`config.mk`:
```
export PLATFORM = sky130hd
export DESIGN_NAME = io_focus_ring_manager
export DESIGN_NICKNAME = d
export VERILOG_FILES = /design/src/rtl/core/ifr_pkg.sv /design/src/rtl/core/ifr_ram.sv /design/src/rtl/core/ifr_seq.sv /design/src/rtl/core/io_focus_ring_manager.sv
export SDC_FILE = /design/constraint.sdc
export NUM_CORES = 1
export LEC_CHECK = 0
export BUFFER_PORTS_ARGS = -buffer_cell sky130_fd_sc_hd__buf_2
export CORE_MARGIN = 2
export CORE_UTILIZATION = 57
export CTS_BUF_LIST = sky130_fd_sc_hd__clkbuf_16
export DETAILED_ROUTE_END_ITERATION = 12
export GPL_TIMING_DRIVEN = 0
export PLACE_DENSITY = 0.76
export SETUP_SLACK_MARGIN = 0.05
export SLEW_MARGIN = 10
export SYNTH_ARGS = -nofsm -noshare
export SYNTH_HDL_FRONTEND = slang
export SYNTH_SLANG_ARGS = --single-unit
```
`constraint.sdc`:
```
create_clock -name clk -period 4.2 [get_ports clk]
set_input_delay 0.42 -clock clk [delete_from_list [all_inputs] [get_ports clk]]
set_output_delay 0.42 -clock clk [all_outputs]
set_load 0.01 [all_outputs]
```
`src/rtl/core/ifr_pkg.sv`:
```
// ----------------------------------------------------------------------------
// ifr_pkg: I/O focus ring shared types
// Item structs, opcodes and fixed field widths of the focus ring manager.
// ----------------------------------------------------------------------------
`timescale 1ns / 1ps
`default_nettype none

package ifr_pkg;

  localparam int JOB_W     = 5;
  localparam int JOB_COUNT = 1 << JOB_W;

  localparam logic [1:0] OP_REQUEST = 2'd0;
  localparam logic [1:0] OP_RELEASE = 2'd1;
  localparam logic [1:0] OP_SWITCH  = 2'd2;
  localparam logic [1:0] OP_FORCE   = 2'd3;

  typedef struct packed {
    logic [1:0]       opcode;
    logic [JOB_W-1:0] job;
  } focus_in_t;

  typedef struct packed {
    logic [JOB_W-1:0] focus_job;
    logic             focus_valid;
    logic             focus_moved;
    logic [JOB_W-1:0] old_focus_job;
  } focus_out_t;

endpackage

`default_nettype wire

```
`src/rtl/core/ifr_ram.sv`:
```
// ----------------------------------------------------------------------------
// ifr_ram: generic single-write, single-read RAM
// One write port and one read port with registered read data.
// ----------------------------------------------------------------------------
`timescale 1ns / 1ps
`default_nettype none

module ifr_ram #(
  parameter int WIDTH = 5,
  parameter int DEPTH = 32
) (
  input  wire logic                     clk,
  input  wire logic                     we,
  input  wire logic [$clog2(DEPTH)-1:0] waddr,
  input  wire logic [WIDTH-1:0]         wdata,
  input  wire logic [$clog2(DEPTH)-1:0] raddr,
  output logic      [WIDTH-1:0]         rdata
);

  logic [WIDTH-1:0] mem [DEPTH];

  always_ff @(posedge clk) begin
    if (we) begin
      mem[waddr] <= wdata;
    end
    rdata <= mem[raddr];
  end

endmodule

`default_nettype wire

```
`src/rtl/core/ifr_seq.sv`:
```
// ----------------------------------------------------------------------------
// ifr_seq: focus ring sequencer
// Holds membership and focus, reads the link RAMs, updates and writes back.
// ----------------------------------------------------------------------------
`timescale 1ns / 1ps
`default_nettype none

module ifr_seq #(
  parameter int MAX_JOBS = 32
) (
  input  wire logic               clk,
  input  wire logic               rst,
  input  wire logic               start,
  input  wire ifr_pkg::focus_in_t cmd,
  input  wire logic               out_free,
  output logic                    busy,
  output logic                    done,
  output ifr_pkg::focus_out_t     result
);

  import ifr_pkg::*;

  localparam int SLOTS = (MAX_JOBS < JOB_COUNT) ? MAX_JOBS : JOB_COUNT;
  localparam int IDX_W = $clog2(SLOTS);
  localparam logic [JOB_W:0] LIMIT = (JOB_W + 1)'(SLOTS);

  typedef enum logic [3:0] {
    S_IDLE = 4'b0001,
    S_EXEC = 4'b0010,
    S_LINK = 4'b0100,
    S_DONE = 4'b1000
  } seq_state_t;

  seq_state_t       state, state_next;
  logic [1:0]       op;
  logic [IDX_W-1:0] j;
  logic             j_ok;
  logic [SLOTS-1:0] member, member_next;
  logic [IDX_W-1:0] holder, holder_next;
  logic             holder_valid, holder_valid_next;
  logic [IDX_W-1:0] old_holder;
  logic             old_valid;
  logic [IDX_W-1:0] tail, tail_next;

  logic             nw_en, pw_en;
  logic [IDX_W-1:0] nw_addr, nw_data, pw_addr, pw_data;
  logic [IDX_W-1:0] nr_addr, pr_addr, nr_data, pr_data;
  logic             moved;

  ifr_ram #(.WIDTH(IDX_W), .DEPTH(SLOTS)) u_next (
    .clk   (clk),
    .we    (nw_en),
    .waddr (nw_addr),
    .wdata (nw_data),
    .raddr (nr_addr),
    .rdata (nr_data)
  );

  ifr_ram #(.WIDTH(IDX_W), .DEPTH(SLOTS)) u_prev (
    .clk   (clk),
    .we    (pw_en),
    .waddr (pw_addr),
    .wdata (pw_data),
    .raddr (pr_addr),
    .rdata (pr_data)
  );

  assign nr_addr = (cmd.opcode == OP_SWITCH)  ? holder : cmd.job[IDX_W-1:0];
  assign pr_addr = (cmd.opcode == OP_RELEASE) ? cmd.job[IDX_W-1:0] : holder;

  always_comb begin
    state_next        = state;
    member_next       = member;
    holder_next       = holder;
    holder_valid_next = holder_valid;
    tail_next         = tail;
    nw_en             = 1'b0;
    nw_addr           = j;
    nw_data           = j;
    pw_en             = 1'b0;
    pw_addr           = j;
    pw_data           = j;
    case (state)
      S_IDLE: begin
        if (start) begin
          state_next = S_EXEC;
        end
      end
      S_EXEC: begin
        state_next = S_DONE;
        case (op)
          OP_REQUEST, OP_FORCE: begin
            if (j_ok) begin
              if (!member[j]) begin
                member_next[j] = 1'b1;
                nw_en          = 1'b1;
                pw_en          = 1'b1;
                if (!holder_valid) begin
                  holder_next       = j;
                  holder_valid_next = 1'b1;
                end else begin
                  pw_data    = pr_data;
                  nw_data    = holder;
                  tail_next  = pr_data;
                  state_next = S_LINK;
                end
              end
              if (op == OP_FORCE) begin
                holder_next = j;
              end
            end
          end
          OP_RELEASE: begin
            if (j_ok && member[j]) begin
              member_next[j] = 1'b0;
              if (nr_data != j) begin
                pw_en   = 1'b1;
                pw_addr = nr_data;
                pw_data = pr_data;
                nw_en   = 1'b1;
                nw_addr = pr_data;
                nw_data = nr_data;
                if (holder_valid && holder == j) begin
                  holder_next = nr_data;
                end
              end else begin
                holder_valid_next = 1'b0;
                holder_next       = '0;
              end
            end
          end
          OP_SWITCH: begin
            if (holder_valid) begin
              holder_next = nr_data;
            end
          end
          default: begin
            state_next = S_DONE;
          end
        endcase
      end
      S_LINK: begin
        nw_en      = 1'b1;
        nw_addr    = tail;
        nw_data    = j;
        pw_en      = 1'b1;
        pw_addr    = old_holder;
        pw_data    = j;
        state_next = S_DONE;
      end
      S_DONE: begin
        if (out_free) begin
          state_next = S_IDLE;
        end
      end
      default: begin
        state_next = S_IDLE;
      end
    endcase
  end

  always_ff @(posedge clk) begin
    if (rst) begin
      state        <= S_IDLE;
      member       <= '0;
      holder       <= '0;
      holder_valid <= 1'b0;
    end else begin
      state        <= state_next;
      member       <= member_next;
      holder       <= holder_next;
      holder_valid <= holder_valid_next;
    end
  end

  always_ff @(posedge clk) begin
    tail <= tail_next;
    if (state == S_IDLE && start) begin
      op         <= cmd.opcode;
      j          <= cmd.job[IDX_W-1:0];
      j_ok       <= ({1'b0, cmd.job} < LIMIT);
      old_holder <= holder;
      old_valid  <= holder_valid;
    end
  end

  assign busy  = (state != S_IDLE);
  assign done  = (state == S_DONE);
  assign moved = old_valid && holder_valid && (holder != old_holder);

  assign result.focus_job     = holder_valid ? JOB_W'(holder) : '0;
  assign result.focus_valid   = holder_valid;
  assign result.focus_moved   = moved;
  assign result.old_focus_job = moved ? JOB_W'(old_holder) : '0;

endmodule

`default_nettype wire

```
`src/rtl/core/io_focus_ring_manager.sv`:
```
// ----------------------------------------------------------------------------
// io_focus_ring_manager: I/O focus ring manager
// Keeps the ring of jobs asking for I/O focus and reports focus changes.
//
// Command channel cmd (cmd_valid / cmd_stall) carries an opcode and a job:
// request, release, switch to next, force focus. Every command gives exactly
// one item on the status channel stat (stat_valid / stat_stall): the focus
// holder after the command, whether focus moved between jobs, and the old
// holder.
// Ring links sit in two single-port-write RAMs (next and prev) with registered
// reads; membership and focus sit in flops.
// Each command passes the execute state and, for a request that links a job
// into a non-empty ring, a second link-write state on the link RAMs; from the
// done state its status item is loaded into the output register. One command
// is in flight at a time; cmd_stall stays high until its status item is loaded
// into the output register, so no new command is taken before then.
// Reset clears membership and focus; link RAM contents need no clearing.
// While stat_stall is high the status item holds; one more command may be
// taken, and its item then waits in the sequencer.
// ----------------------------------------------------------------------------
`timescale 1ns / 1ps
`default_nettype none

module io_focus_ring_manager #(
  parameter int MAX_JOBS = 32
) (
  input  wire logic                clk,
  input  wire logic                rst,
  input  wire logic                cmd_valid,
  output logic                     cmd_stall,
  input  wire ifr_pkg::focus_in_t  cmd,
  output logic                     stat_valid,
  input  wire logic                stat_stall,
  output ifr_pkg::focus_out_t      stat
);

  import ifr_pkg::*;

  logic       busy;
  logic       done;
  logic       out_free;
  focus_out_t result;

  assign cmd_stall = busy;
  assign out_free  = !stat_valid || !stat_stall;

  ifr_seq #(.MAX_JOBS(MAX_JOBS)) u_seq (
    .clk      (clk),
    .rst      (rst),
    .start    (cmd_valid && !busy),
    .cmd      (cmd),
    .out_free (out_free),
    .busy     (busy),
    .done     (done),
    .result   (result)
  );

  always_ff @(posedge clk) begin
    if (rst) begin
      stat_valid <= 1'b0;
    end else if (done && out_free) begin
      stat_valid <= 1'b1;
    end else if (!stat_stall) begin
      stat_valid <= 1'b0;
    end
  end

  always_ff @(posedge clk) begin
    if (done && out_free) begin
      stat <= result;
    end
  end

endmodule

`default_nettype wire
```
==> results of run 1 <==
how the worst min path moves through the flow:
stage | start | endpoint | slack, ps
6_report | cmd[5] | u_seq.op[0]$_DFFE_PP_ | 100
5_1_grt | cmd[5] | u_seq.op[0]$_DFFE_PP_ | 100
4_1_cts | cmd[5] | u_seq.op[0]$_DFFE_PP_ | 80
3_5_place_dp | u_seq.holder[4]$_SDFFE_PP0P_ | u_seq.old_holder[4]$_DFFE_PP_ | 410
3_3_place_gp | u_seq.holder[2]$_SDFFE_PP0P_ | u_seq.old_holder[2]$_DFFE_PP_ | 410
2_1_floorplan | u_seq.holder[2]$_SDFFE_PP0P_ | u_seq.old_holder[2]$_DFFE_PP_ | 410
sequential cells by signal, summed over array words and instances (netlist names), named ones only:
signal	cells
u_seq.old_valid	1
stat	12
u_seq.holder	5
u_seq.op	2
u_seq.u_next.mem	160
u_seq.old_holder	5
u_seq.tail	5
u_seq.u_next.rdata	5
u_seq.u_prev.rdata	5
u_seq.holder_valid	1
u_seq.state	4
u_seq.u_prev.mem	160
stat_valid	1
u_seq.j	5
critical path, cell delays in order, from the launching register on:
cell and delay, ps:
edfxtp_1 440, buf_4 240, inv_1 390, o221ai_1 240
a222oi_1 320, buf_4 200, a31oi_4 130, nor3_1 420
a221oi_1 200, or3_1 400, clkbuf_1 350, nor2_2 390
kinds of logic (layout without fill, tap and decap cells):
| group | count (synthesis) | in the layout | synth area share, % |
|---|---|---|---|
| compound gates | 166 | 166 | 6.99 |
| flops | 403 | 403 | 68.3 |
| buf+inv | 80 | 191 | 2.00 |
| xor+xnor | 15 | 15 | 0.776 |
| simple gates | 297 | 297 | 8.69 |
| fa+ha+maj | 4 | 4 | 0.296 |
| mux | 114 | 114 | 12.9 |
layout by cell type, fill, tap and decap left out, types with 8 or more instances in the layout:
cell	synthesis	layout
edfxtp_1	350	350
nand2_1	119	119
mux4_2	80	80
dfxtp_1	53	53
a21oi_1	50	49
nor2_2	0	48
clkbuf_16	0	42
clkbuf_1	40	39
buf_2	15	39
nor2_1	79	31
a311oi_1	29	29
nand3_1	28	25
inv_1	11	23
o21ai_0	27	23
mux2i_1	22	22
buf_1	11	11
nand3b_1	10	10
mux2_2	10	10
o211ai_1	10	10
buf_4	1	10
and2_1	10	10
xnor2_1	9	9
nor4_4	4	8
routing by layer:
metal  global-route usage [%]  part of all wire (%)  vias up
met5                        0                     0        -
met4                     10.3                   3.8        0
met3                     4.46                   8.4      123
met2                     38.5                    48      507
met1                     32.8                    39     4947
li1                         -                     -     4429
per-stage QoR:
stage / cell area (um^2) / power, uW / setup WS (ps) / util (%)
detailed placement: 17600 / 5170 / -598 / 59.9
global placement: 17500 / 5140 / -1910 / 59.5
CTS: 19200 / 8810 / 33.2 / 65.1
global route: 19400 / 9050 / 9.92 / 65.8
finish: 19400 / 8810 / 117 / 65.8
floorplan: 16900 / 4960 / 172 / -
power groups by stage:
stage                     Combinational [uW]  Clock (uW)  Sequential [uW]
after detailed placement                 623           0             4550
final                                    670        3670             4470
after CTS                                642        3700             4460
after global routing                     718        3870             4470
after floorplan                          422           0             4540
after global placement                   581           0             4560
cell type report:
cell class	instances	share of cell area [%]
Sequential cell	403	59.7
Inverter	11	0.213
Clock buffer	42	5.42
Timing Repair Buffer	38	1.42
Multi-Input combinational cell	596	27.6
Buffer	68	1.51
Tap cell	390	2.52
Clock inverter	32	1.66
what timing repair did:
item	in CTS	in global routing
setup endpoints to repair	465	482
gates resized for setup	35	43
buffers inserted	6	3
hold endpoints to repair	0	0
pin swaps	3	2
==> metrics.txt, run 1 <==
run status=finished clean; placed cells=1498; # IOs=25; fraction of synthesis flops using an asynchronous set or reset pin=0%; Hold Path Stages=1; critical path peak fanout=10; setup TNS=0 ps; Reg2Reg Depth=11; die width=176 um; reg2reg end=u_seq.u_prev.mem[27][3]$_DFFE_PP_; clk_lat worst skew=540 ps; CTS clk-pin slew, worst paths=60 ps; Syn-to-layout area delta=14.5%; Core Rows=63; htree depth=2; vias per inst=6.33; Final Non-Filler Cells=1580; TritonRoute pass-1 iters=5; number of flops mapped to enable cells by yosys=350; initial antenna violation count=0; measured slew at the worst slew-check pin=1060 ps; DRC=0; startpoint types=flip-flop; Syn Area/Cell=15.7 um^2; WL final=37300 um; Layout fillers=1933; drt first-iter violations=1161; Die Ht=176 um; VDD IR-drop max=420 uV; fin. max-slew vios=0; Peak Freq=245 MHz; register bit total from synthesis=403; Synth top cells by count=350 x edfxtp_1, 119 x nand2_1, 80 x mux4_2; Final Wtd Congestion=0.913; Relative slew margins=29.1%; post-synthesis sequential area ratio=68.3%; worst clock skew=19.3 ps; vias in the first global route=9859; CP endpoint kind=flip-flop; root buffer cell=clkbuf_16; Most used DFF post-synth=edfxtp_1; CTS tree=yes; power density over cell area=454 nW/um^2; HP Class=in -> reg; final hold violation count=0; CORE AREA=29500 um^2; Antenna Cells=0; Seq pwr share=50.7%; share of layout cells above drive strength 1=24.5%; area of the mapped netlist=16900 um^2; Ys Warns=0; Sequential Area=11600 um^2; Multi-input gate area=5350 um^2; Overflow after GRT=0; DR vias=10006; Yosys top cell by area=edfxtp_1; Max Cap Viol=0; distinct cell type count after synthesis=64; RR Startpoint=u_seq.j[0]$_DFFE_PP_; Mapped Nets=1094; Synth Instances=1079; combinational power share=7.6%; Worst EP arrival=4290 ps; min Tclk post-route=4080 ps; Critical Path Sink=u_seq.u_prev.mem[27][3]$_DFFE_PP_; Nets=1174; Area contributors post-synth=edfxtp_1 62%, mux4_2 11%, dfxtp_1 6.3%; area share of the largest cell type after synthesis=62.1%; sw frac=22.3%; cell leakage power=0.00636 uW; reg2reg setup slack=120 ps; Tcrit/Tclk final=97.2%; part of the power in the clock network=41.7%; worst hold margin=102 ps; GRT Overall Usage=24.0%; total CTS buffers=41; first-pass GRT wire length=56500 um; WL/cell=23.6 um; clk buf depth=3; Worst Setup SP=u_seq.j[0]$_DFFE_PP_; RSZ-0062 raised after global routing=no; initial core utilization=57.4%; PortBufs=24; count of final setup violators=0; post-DP HPWL=23100 um; total internal power=6850 uW; CP required=4400 ps; Psw=1960 uW; hold_buf cts=0; most frequent cell after synthesis=edfxtp_1; largest net degree at the start of global routing=33; clock sink count=403; die area=31100 um^2; Setup Crit Path Kind=reg -> reg; Final ANT Viol Nets=0
No activity file was read; power rests on OpenSTA's default activity.
==> run 2: changes to the inputs <==
--- a/config.mk
+++ b/config.mk
@@ -5,13 +5,13 @@
 export SDC_FILE = /design/constraint.sdc
 export NUM_CORES = 1
 export LEC_CHECK = 0
-export BUFFER_PORTS_ARGS = -buffer_cell sky130_fd_sc_hd__buf_2
 export CORE_MARGIN = 2
 export CORE_UTILIZATION = 57
 export CTS_BUF_LIST = sky130_fd_sc_hd__clkbuf_16
 export DETAILED_ROUTE_END_ITERATION = 12
+export DONT_BUFFER_PORTS = 1
 export GPL_TIMING_DRIVEN = 0
-export PLACE_DENSITY = 0.76
+export PLACE_DENSITY = 0.75
 export SETUP_SLACK_MARGIN = 0.05
 export SLEW_MARGIN = 10
 export SYNTH_ARGS = -nofsm -noshare
==> metrics.txt, run 2 (synthesis gave the netlist of run 1 again) <==
# IOs=25 (unchanged); Final Wtd Congestion=0.876 (was 0.913); critical path peak fanout=10 (unchanged); Layout fillers=1974 (was 1933); HP Class=in -> reg (unchanged); CTS clk-pin slew, worst paths=60 ps (about the same); setup TNS=0 ps (unchanged); CORE AREA=29500 um^2 (unchanged); post-layout worst setup margin=128 ps (was 117 ps); share of layout cells above drive strength 1=22.2% (was 24.5%); clk buf depth=3 (unchanged); most frequent cells in the layout=350 x edfxtp_1, 119 x nand2_1, 80 x mux4_2 (unchanged); power density over cell area=450 nW/um^2 (was 454 nW/um^2); htree depth=2 (unchanged); final hold violation count=0 (unchanged); dpl cell area=17500 um^2 (was 17600 um^2); drt first-iter violations=1032 (was 1161); Tcrit/Tclk final=97.0% (was 97.2%); Antenna Cells=0 (unchanged); Setup Crit Path Kind=reg -> reg (unchanged); Worst EP arrival=4230 ps (was 4290 ps); most common cell after layout, fill and taps aside=edfxtp_1 (unchanged); CP endpoint kind=flip-flop (unchanged); fin. max-slew vios=0 (unchanged); overall power=8630 uW (was 8810 uW); Finished Cell Area=19200 um^2 (was 19400 um^2); Placement Setup Slack=-670 ps (was -598 ps); Hold Path Stages=2 (was 1); DRC=0 (unchanged); clk_lat worst skew=520 ps (was 540 ps); Overflow after GRT=0 (unchanged); GRT Overall Usage=24.3% (was 24.0%); CTS tree=yes (unchanged); clock sink count=403 (unchanged); CP required=4360 ps (was 4400 ps); Core Rows=63 (unchanged); Max Cap Viol=0 (unchanged); Relative slew margins=28.7% (was 29.1%); first-pass GRT wire length=57600 um (was 56500 um); run status=finished clean (unchanged); WL final=36800 um (was 37300 um); vias in the first global route=9892 (was 9859); Final ANT Viol Nets=0 (unchanged); TritonRoute pass-1 iters=8 (was 5); RSZ-0062 raised after global routing=yes (was no); Die Ht=176 um (unchanged); HP Start=stat_stall (was cmd[5]); measured slew at the worst slew-check pin=1070 ps (was 1060 ps); Reg2Reg Depth=7 (was 11); die width=176 um (unchanged); startpoint types=flip-flop (unchanged); worst clock skew=16.6 ps (was 19.3 ps); count of final setup violators=0 (unchanged); largest net degree at the start of global routing=33 (unchanged); die area=31100 um^2 (unchanged); Hold Crit Endpoint=stat_valid$_SDFFE_PP0P_ (was u_seq.op[0]$_DFFE_PP_); RR Startpoint=u_seq.state[3]$_SDFFE_PP0P_ (was u_seq.j[0]$_DFFE_PP_); cell leakage power=0.00621 uW (was 0.00636 uW); vias per inst=6.35 (was 6.33); Critical Path, Cell by Cell=nor4b_1 > clkbuf_1 > buf_2 > o21ai_0 > nor3_4 > or3b_1 > nor2_1 (was buf_4 > inv_1 > o221ai_1 > a222oi_1 > buf_4 > a31oi_4 > nor3_1 > a221oi_1 > or3_1 > clkbuf_1 > nor2_2); DR vias=9869 (was 10006); Sequential Area=11600 um^2 (unchanged); Top Registers=u_seq.u_next.mem: 160 flops, u_seq.u_prev.mem: 160 flops, stat: 12 flops (unchanged); crit-path max cell delay=830 ps (was 440 ps); slowest CP cell=nor4b_1 (was edfxtp_1); Multi-input gate area=5290 um^2 (was 5350 um^2); total CTS buffers=39 (was 41); Nets=1150 (was 1174); initial core utilization=57.4% (unchanged); initial antenna violation count=0 (unchanged); reg2reg setup slack=130 ps (was 120 ps); VDD IR-drop max=255 uV (was 420 uV); reg2reg end=u_seq.u_prev.mem[14][0]$_DFFE_PP_ (was u_seq.u_prev.mem[27][3]$_DFFE_PP_); min Tclk post-route=4070 ps (was 4080 ps); WL/cell=23.7 um (was 23.6 um); root buffer cell=clkbuf_16 (unchanged); Peak Freq=246 MHz (was 245 MHz); PortBufs=0 (was 24); Syn-to-layout area delta=13.2% (was 14.5%); post-DP HPWL=23600 um (was 23100 um)
## run 2: report_power, final
part	total, uW	switching [uW]	internal, uW
Clock	3510	1430	2070
Sequential	4460	38.8	4420
Combinational	658	432	226
Total	8630	1900	6720
## run 2: area by class of cell
type | count | share of cell area (%)
Clock buffer | 41 | 5.35
Buffer | 68 | 1.53
Timing Repair Buffer | 16 | 0.940
Sequential cell | 403 | 60.4
Inverter | 11 | 0.235
Tap cell | 390 | 2.55
Clock inverter | 29 | 1.38
Multi-Input combinational cell | 596 | 27.6
## run 2: metrics by stage
| step | hold WS, ps | instances | utilization (%) |
|---|---|---|---|
| floorplan | 406 | 1079 | - |
| global placement | 408 | 1469 | 59.1 |
| detailed placement | 412 | 1473 | 59.4 |
| CTS | 77.5 | 1552 | 64.5 |
| global route | 99.3 | 1554 | 65.0 |
| finish | 86.1 | 1554 | 65.0 |
## run 2: timing repair
action | 4_1_cts | 5_1_grt
buffers inserted | 3 | 2
hold endpoints to repair | 7 | 0
hold buffers | 7 | 0
setup endpoints to repair | 512 | 485
resized for setup | 27 | 42
pin swaps | 2 | 3
## run 2: worst max-delay path, delay by kind of cell (launching register included)
family	cells	cell delay (ps)
AO/OA/AOI/OAI	1	220
buffers and inverters	2	960
flip-flops	1	350
AND/OR/NAND/NOR	4	2160
## run 2: worst max path at each step
stage / to / start / cells after the start
2_1_floorplan: u_seq.u_next.mem[0][4]$_DFFE_PP_ / u_seq.j[0]$_DFFE_PP_ / 9
3_3_place_gp: u_seq.u_next.mem[4][1]$_DFFE_PP_ / u_seq.j[0]$_DFFE_PP_ / 8
3_5_place_dp: u_seq.u_next.mem[26][4]$_DFFE_PP_ / u_seq.j[0]$_DFFE_PP_ / 9
4_1_cts: u_seq.u_next.mem[10][2]$_DFFE_PP_ / u_seq.j[2]$_DFFE_PP_ / 13
5_1_grt: u_seq.u_next.mem[11][2]$_DFFE_PP_ / u_seq.j[4]$_DFFE_PP_ / 12
6_report: u_seq.u_prev.mem[14][0]$_DFFE_PP_ / u_seq.state[3]$_SDFFE_PP0P_ / 7
## run 2: metal layers
layer	vias up	global-route usage, %	wire length (um)
met4	0	7.51	1070
met5	-	0	0
met2	461	38.8	17700
met3	82	4.48	2740
li1	4378	-	-
met1	4948	34.4	15300
==> run 3: changes to the inputs <==
--- a/config.mk
+++ b/config.mk
@@ -12,6 +12,7 @@
 export DONT_BUFFER_PORTS = 1
 export GPL_TIMING_DRIVEN = 0
 export PLACE_DENSITY = 0.75
+export REMOVE_ABC_BUFFERS = 1
 export SETUP_SLACK_MARGIN = 0.05
 export SLEW_MARGIN = 10
 export SYNTH_ARGS = -nofsm -noshare
==> metrics.txt, run 3 (synthesis gave the netlist of run 1 again) <==
CP endpoint kind=flip-flop (unchanged); part of the power in the clock network=41.5% (was 40.6%); WL/cell=23.7 um (about the same); CTS tree=yes (unchanged); # IOs=25 (unchanged); slowest CP cell=edfxtp_1 (was nor4b_1); Util after Layout=66.3% (was 65.0%); Bufs and invs on worst path=3 (was 2); min Tclk post-route=4140 ps (was 4070 ps); share of layout cells above drive strength 1=24.0% (was 22.2%); CP dominant cell by count=buf_4; vias in the first global route=9783 (was 9892); Top delay family on crit path=simple AND/OR/NAND/NOR gates (unchanged); VDD IR-drop max=374 uV (was 255 uV); run status=finished clean (unchanged); vias per inst=6.43 (was 6.35); Psw=1990 uW (was 1900 uW); total CTS buffers=41 (was 39); cell leakage power=0.00640 uW (was 0.00621 uW); Worst EP arrival=4300 ps (was 4230 ps); Die Ht=176 um (unchanged); Sequential Area=11600 um^2 (unchanged); RSZ-0062 raised after global routing=yes (unchanged); total internal power=6850 uW (was 6720 uW); initial core utilization=57.4% (unchanged); Setup Crit Path Kind=reg -> reg (unchanged); DRC=0 (unchanged); Syn-to-layout area delta=15.3% (was 13.2%); measured slew at the worst slew-check pin=1190 ps (was 1070 ps); clk_lat worst skew=550 ps (was 520 ps); PortBufs=0 (unchanged); HP Class=in -> reg (unchanged); Top Registers=u_seq.u_next.mem: 160 flops, u_seq.u_prev.mem: 160 flops, stat: 12 flops (unchanged); Tcrit/Tclk final=98.6% (was 97.0%); WL final=36300 um (was 36800 um); CTS clk-pin slew, worst paths=60 ps (about the same); worst clock skew=28.0 ps (was 16.6 ps); combinational power share=7.9% (was 7.6%); most frequent cells in the layout=350 x edfxtp_1, 119 x nand2_1, 80 x mux4_2 (unchanged); GRT Overall Usage=23.5% (was 24.3%); Final ANT Viol Nets=0 (unchanged); die area=31100 um^2 (unchanged); initial antenna violation count=0 (unchanged); power density over cell area=452 nW/um^2 (was 450 nW/um^2); TritonRoute pass-1 iters=6 (was 8); drt first-iter violations=1129 (was 1032); Layout fillers=1933 (was 1974); Core Rows=63 (unchanged); clock sink count=403 (unchanged); htree depth=2 (unchanged); DR vias=9844 (was 9869); largest net degree at the start of global routing=44 (was 33); Placement Setup Slack=-1250 ps (was -670 ps); CORE AREA=29500 um^2 (unchanged); startpoint types=flip-flop (unchanged); Multi-input gate area=5350 um^2 (was 5290 um^2); post-layout worst setup margin=59.5 ps (was 128 ps); Critical Path, Cell by Cell=buf_4 > or3_1 > o221ai_1 > a222oi_1 > buf_4 > a31oi_4 > buf_4 > nor3b_2 > a221oi_2 > nand3_1 > nor2_1 (was nor4b_1 > clkbuf_1 > buf_2 > o21ai_0 > nor3_4 > or3b_1 > nor2_1); Final Wtd Congestion=0.843 (was 0.876); Seq pwr share=50.7% (was 51.7%); count of final setup violators=0 (unchanged); Relative slew margins=20.3% (was 28.7%); die width=176 um (unchanged); Overflow after GRT=0 (unchanged); most common cell after layout, fill and taps aside=edfxtp_1 (unchanged); Nets=1124 (was 1150); critical path peak fanout=14 (was 10); CP required=4360 ps (about the same); Peak Freq=242 MHz (was 246 MHz); clk buf depth=3 (unchanged); fin. max-slew vios=0 (unchanged); Antenna Cells=0 (unchanged); post-DP HPWL=22400 um (was 23600 um); final hold violation count=0 (unchanged); crit-path max cell delay=500 ps (was 830 ps); sw frac=22.5% (was 22.0%); Max Cap Viol=0 (unchanged); first-pass GRT wire length=55300 um (was 57600 um); root buffer cell=clkbuf_16 (unchanged)
## run 3: cell types whose count changed in the layout (fill, tap and decap cells not counted), moves of 6 or more
cell	before	now
buf_16	1	10
buf_4	6	27
nor2_2	45	30
buf_2	15	2
buf_1	11	0
mux2i_1	22	16
clkbuf_1	39	0
nor2_1	34	49
## run 3: stage by stage
stage	area, um^2	hold slack [ps]	setup TNS, ps	power [uW]	cells
after detailed placement	17600	453	-422620	5180	1420
after global routing	19500	93.8	-5820	9080	1532
after global placement	17100	451	-1045620	5130	1400
final	19500	101	0	8830	1532
after CTS	19400	45.5	0	8850	1523
after floorplan	16600	432	-167730	4950	1010
## run 3: metal layers
metal	GRT usage [%]	up-vias	share of wire, %
met5	0	-	0
met4	8.40	0	3.5
met3	3.68	113	8.3
met2	39.1	492	50
met1	31.9	4911	38
li1	-	4328	-
## run 3: cell type report
| cell class | count | area share, % |
|---|---|---|
| Sequential cell | 403 | 59.2 |
| Multi-Input combinational cell | 596 | 27.4 |
| Clock buffer | 42 | 5.38 |
| Timing Repair Buffer | 56 | 3.58 |
| Tap cell | 390 | 2.50 |
| Clock inverter | 34 | 1.70 |
| Inverter | 11 | 0.211 |
## run 3: worst paths after layout
| kind | from | to | slack, ps | depth (start not counted) |
|---|---|---|---|---|
| worst min-delay path | stat_stall | stat_valid$_SDFFE_PP0P_ | 100 | 2 |
| worst max register to register | u_seq.j[3]$_DFFE_PP_ | u_seq.u_next.mem[2][1]$_DFFE_PP_ | 60 | 11 |
| worst max-delay path | u_seq.j[3]$_DFFE_PP_ | u_seq.u_next.mem[2][1]$_DFFE_PP_ | 60 | 11 |
| worst min register to register | u_seq.u_prev.rdata[0]$_DFF_P_ | u_seq.tail[0]$_DFFE_PP_ | 480 | 0 |
## run 3: what timing repair did
item                                    4_1_cts  5_1_grt
hold buffers                                  8        0
endpoints found under the hold margin        47        0
pin swaps                                     4        2
resized for setup                            38       16
buffers inserted                             19        9
endpoints found under the setup margin      602      323
## run 3: worst register-to-register path: cells and delay by family (launching register included)
family          cells  cell delay (ps)
buf+inv             3              720
compound gates      4             1180
flops               1              500
simple gates        4             1350
## run 3: power by group through the flow
stage	registers, uW	logic [uW]	clock network, uW
finish	4470	696	3660
detailed placement	4570	602	0
CTS	4470	674	3700
floorplan	4550	399	0
global route	4470	746	3860
global placement	4580	547	0
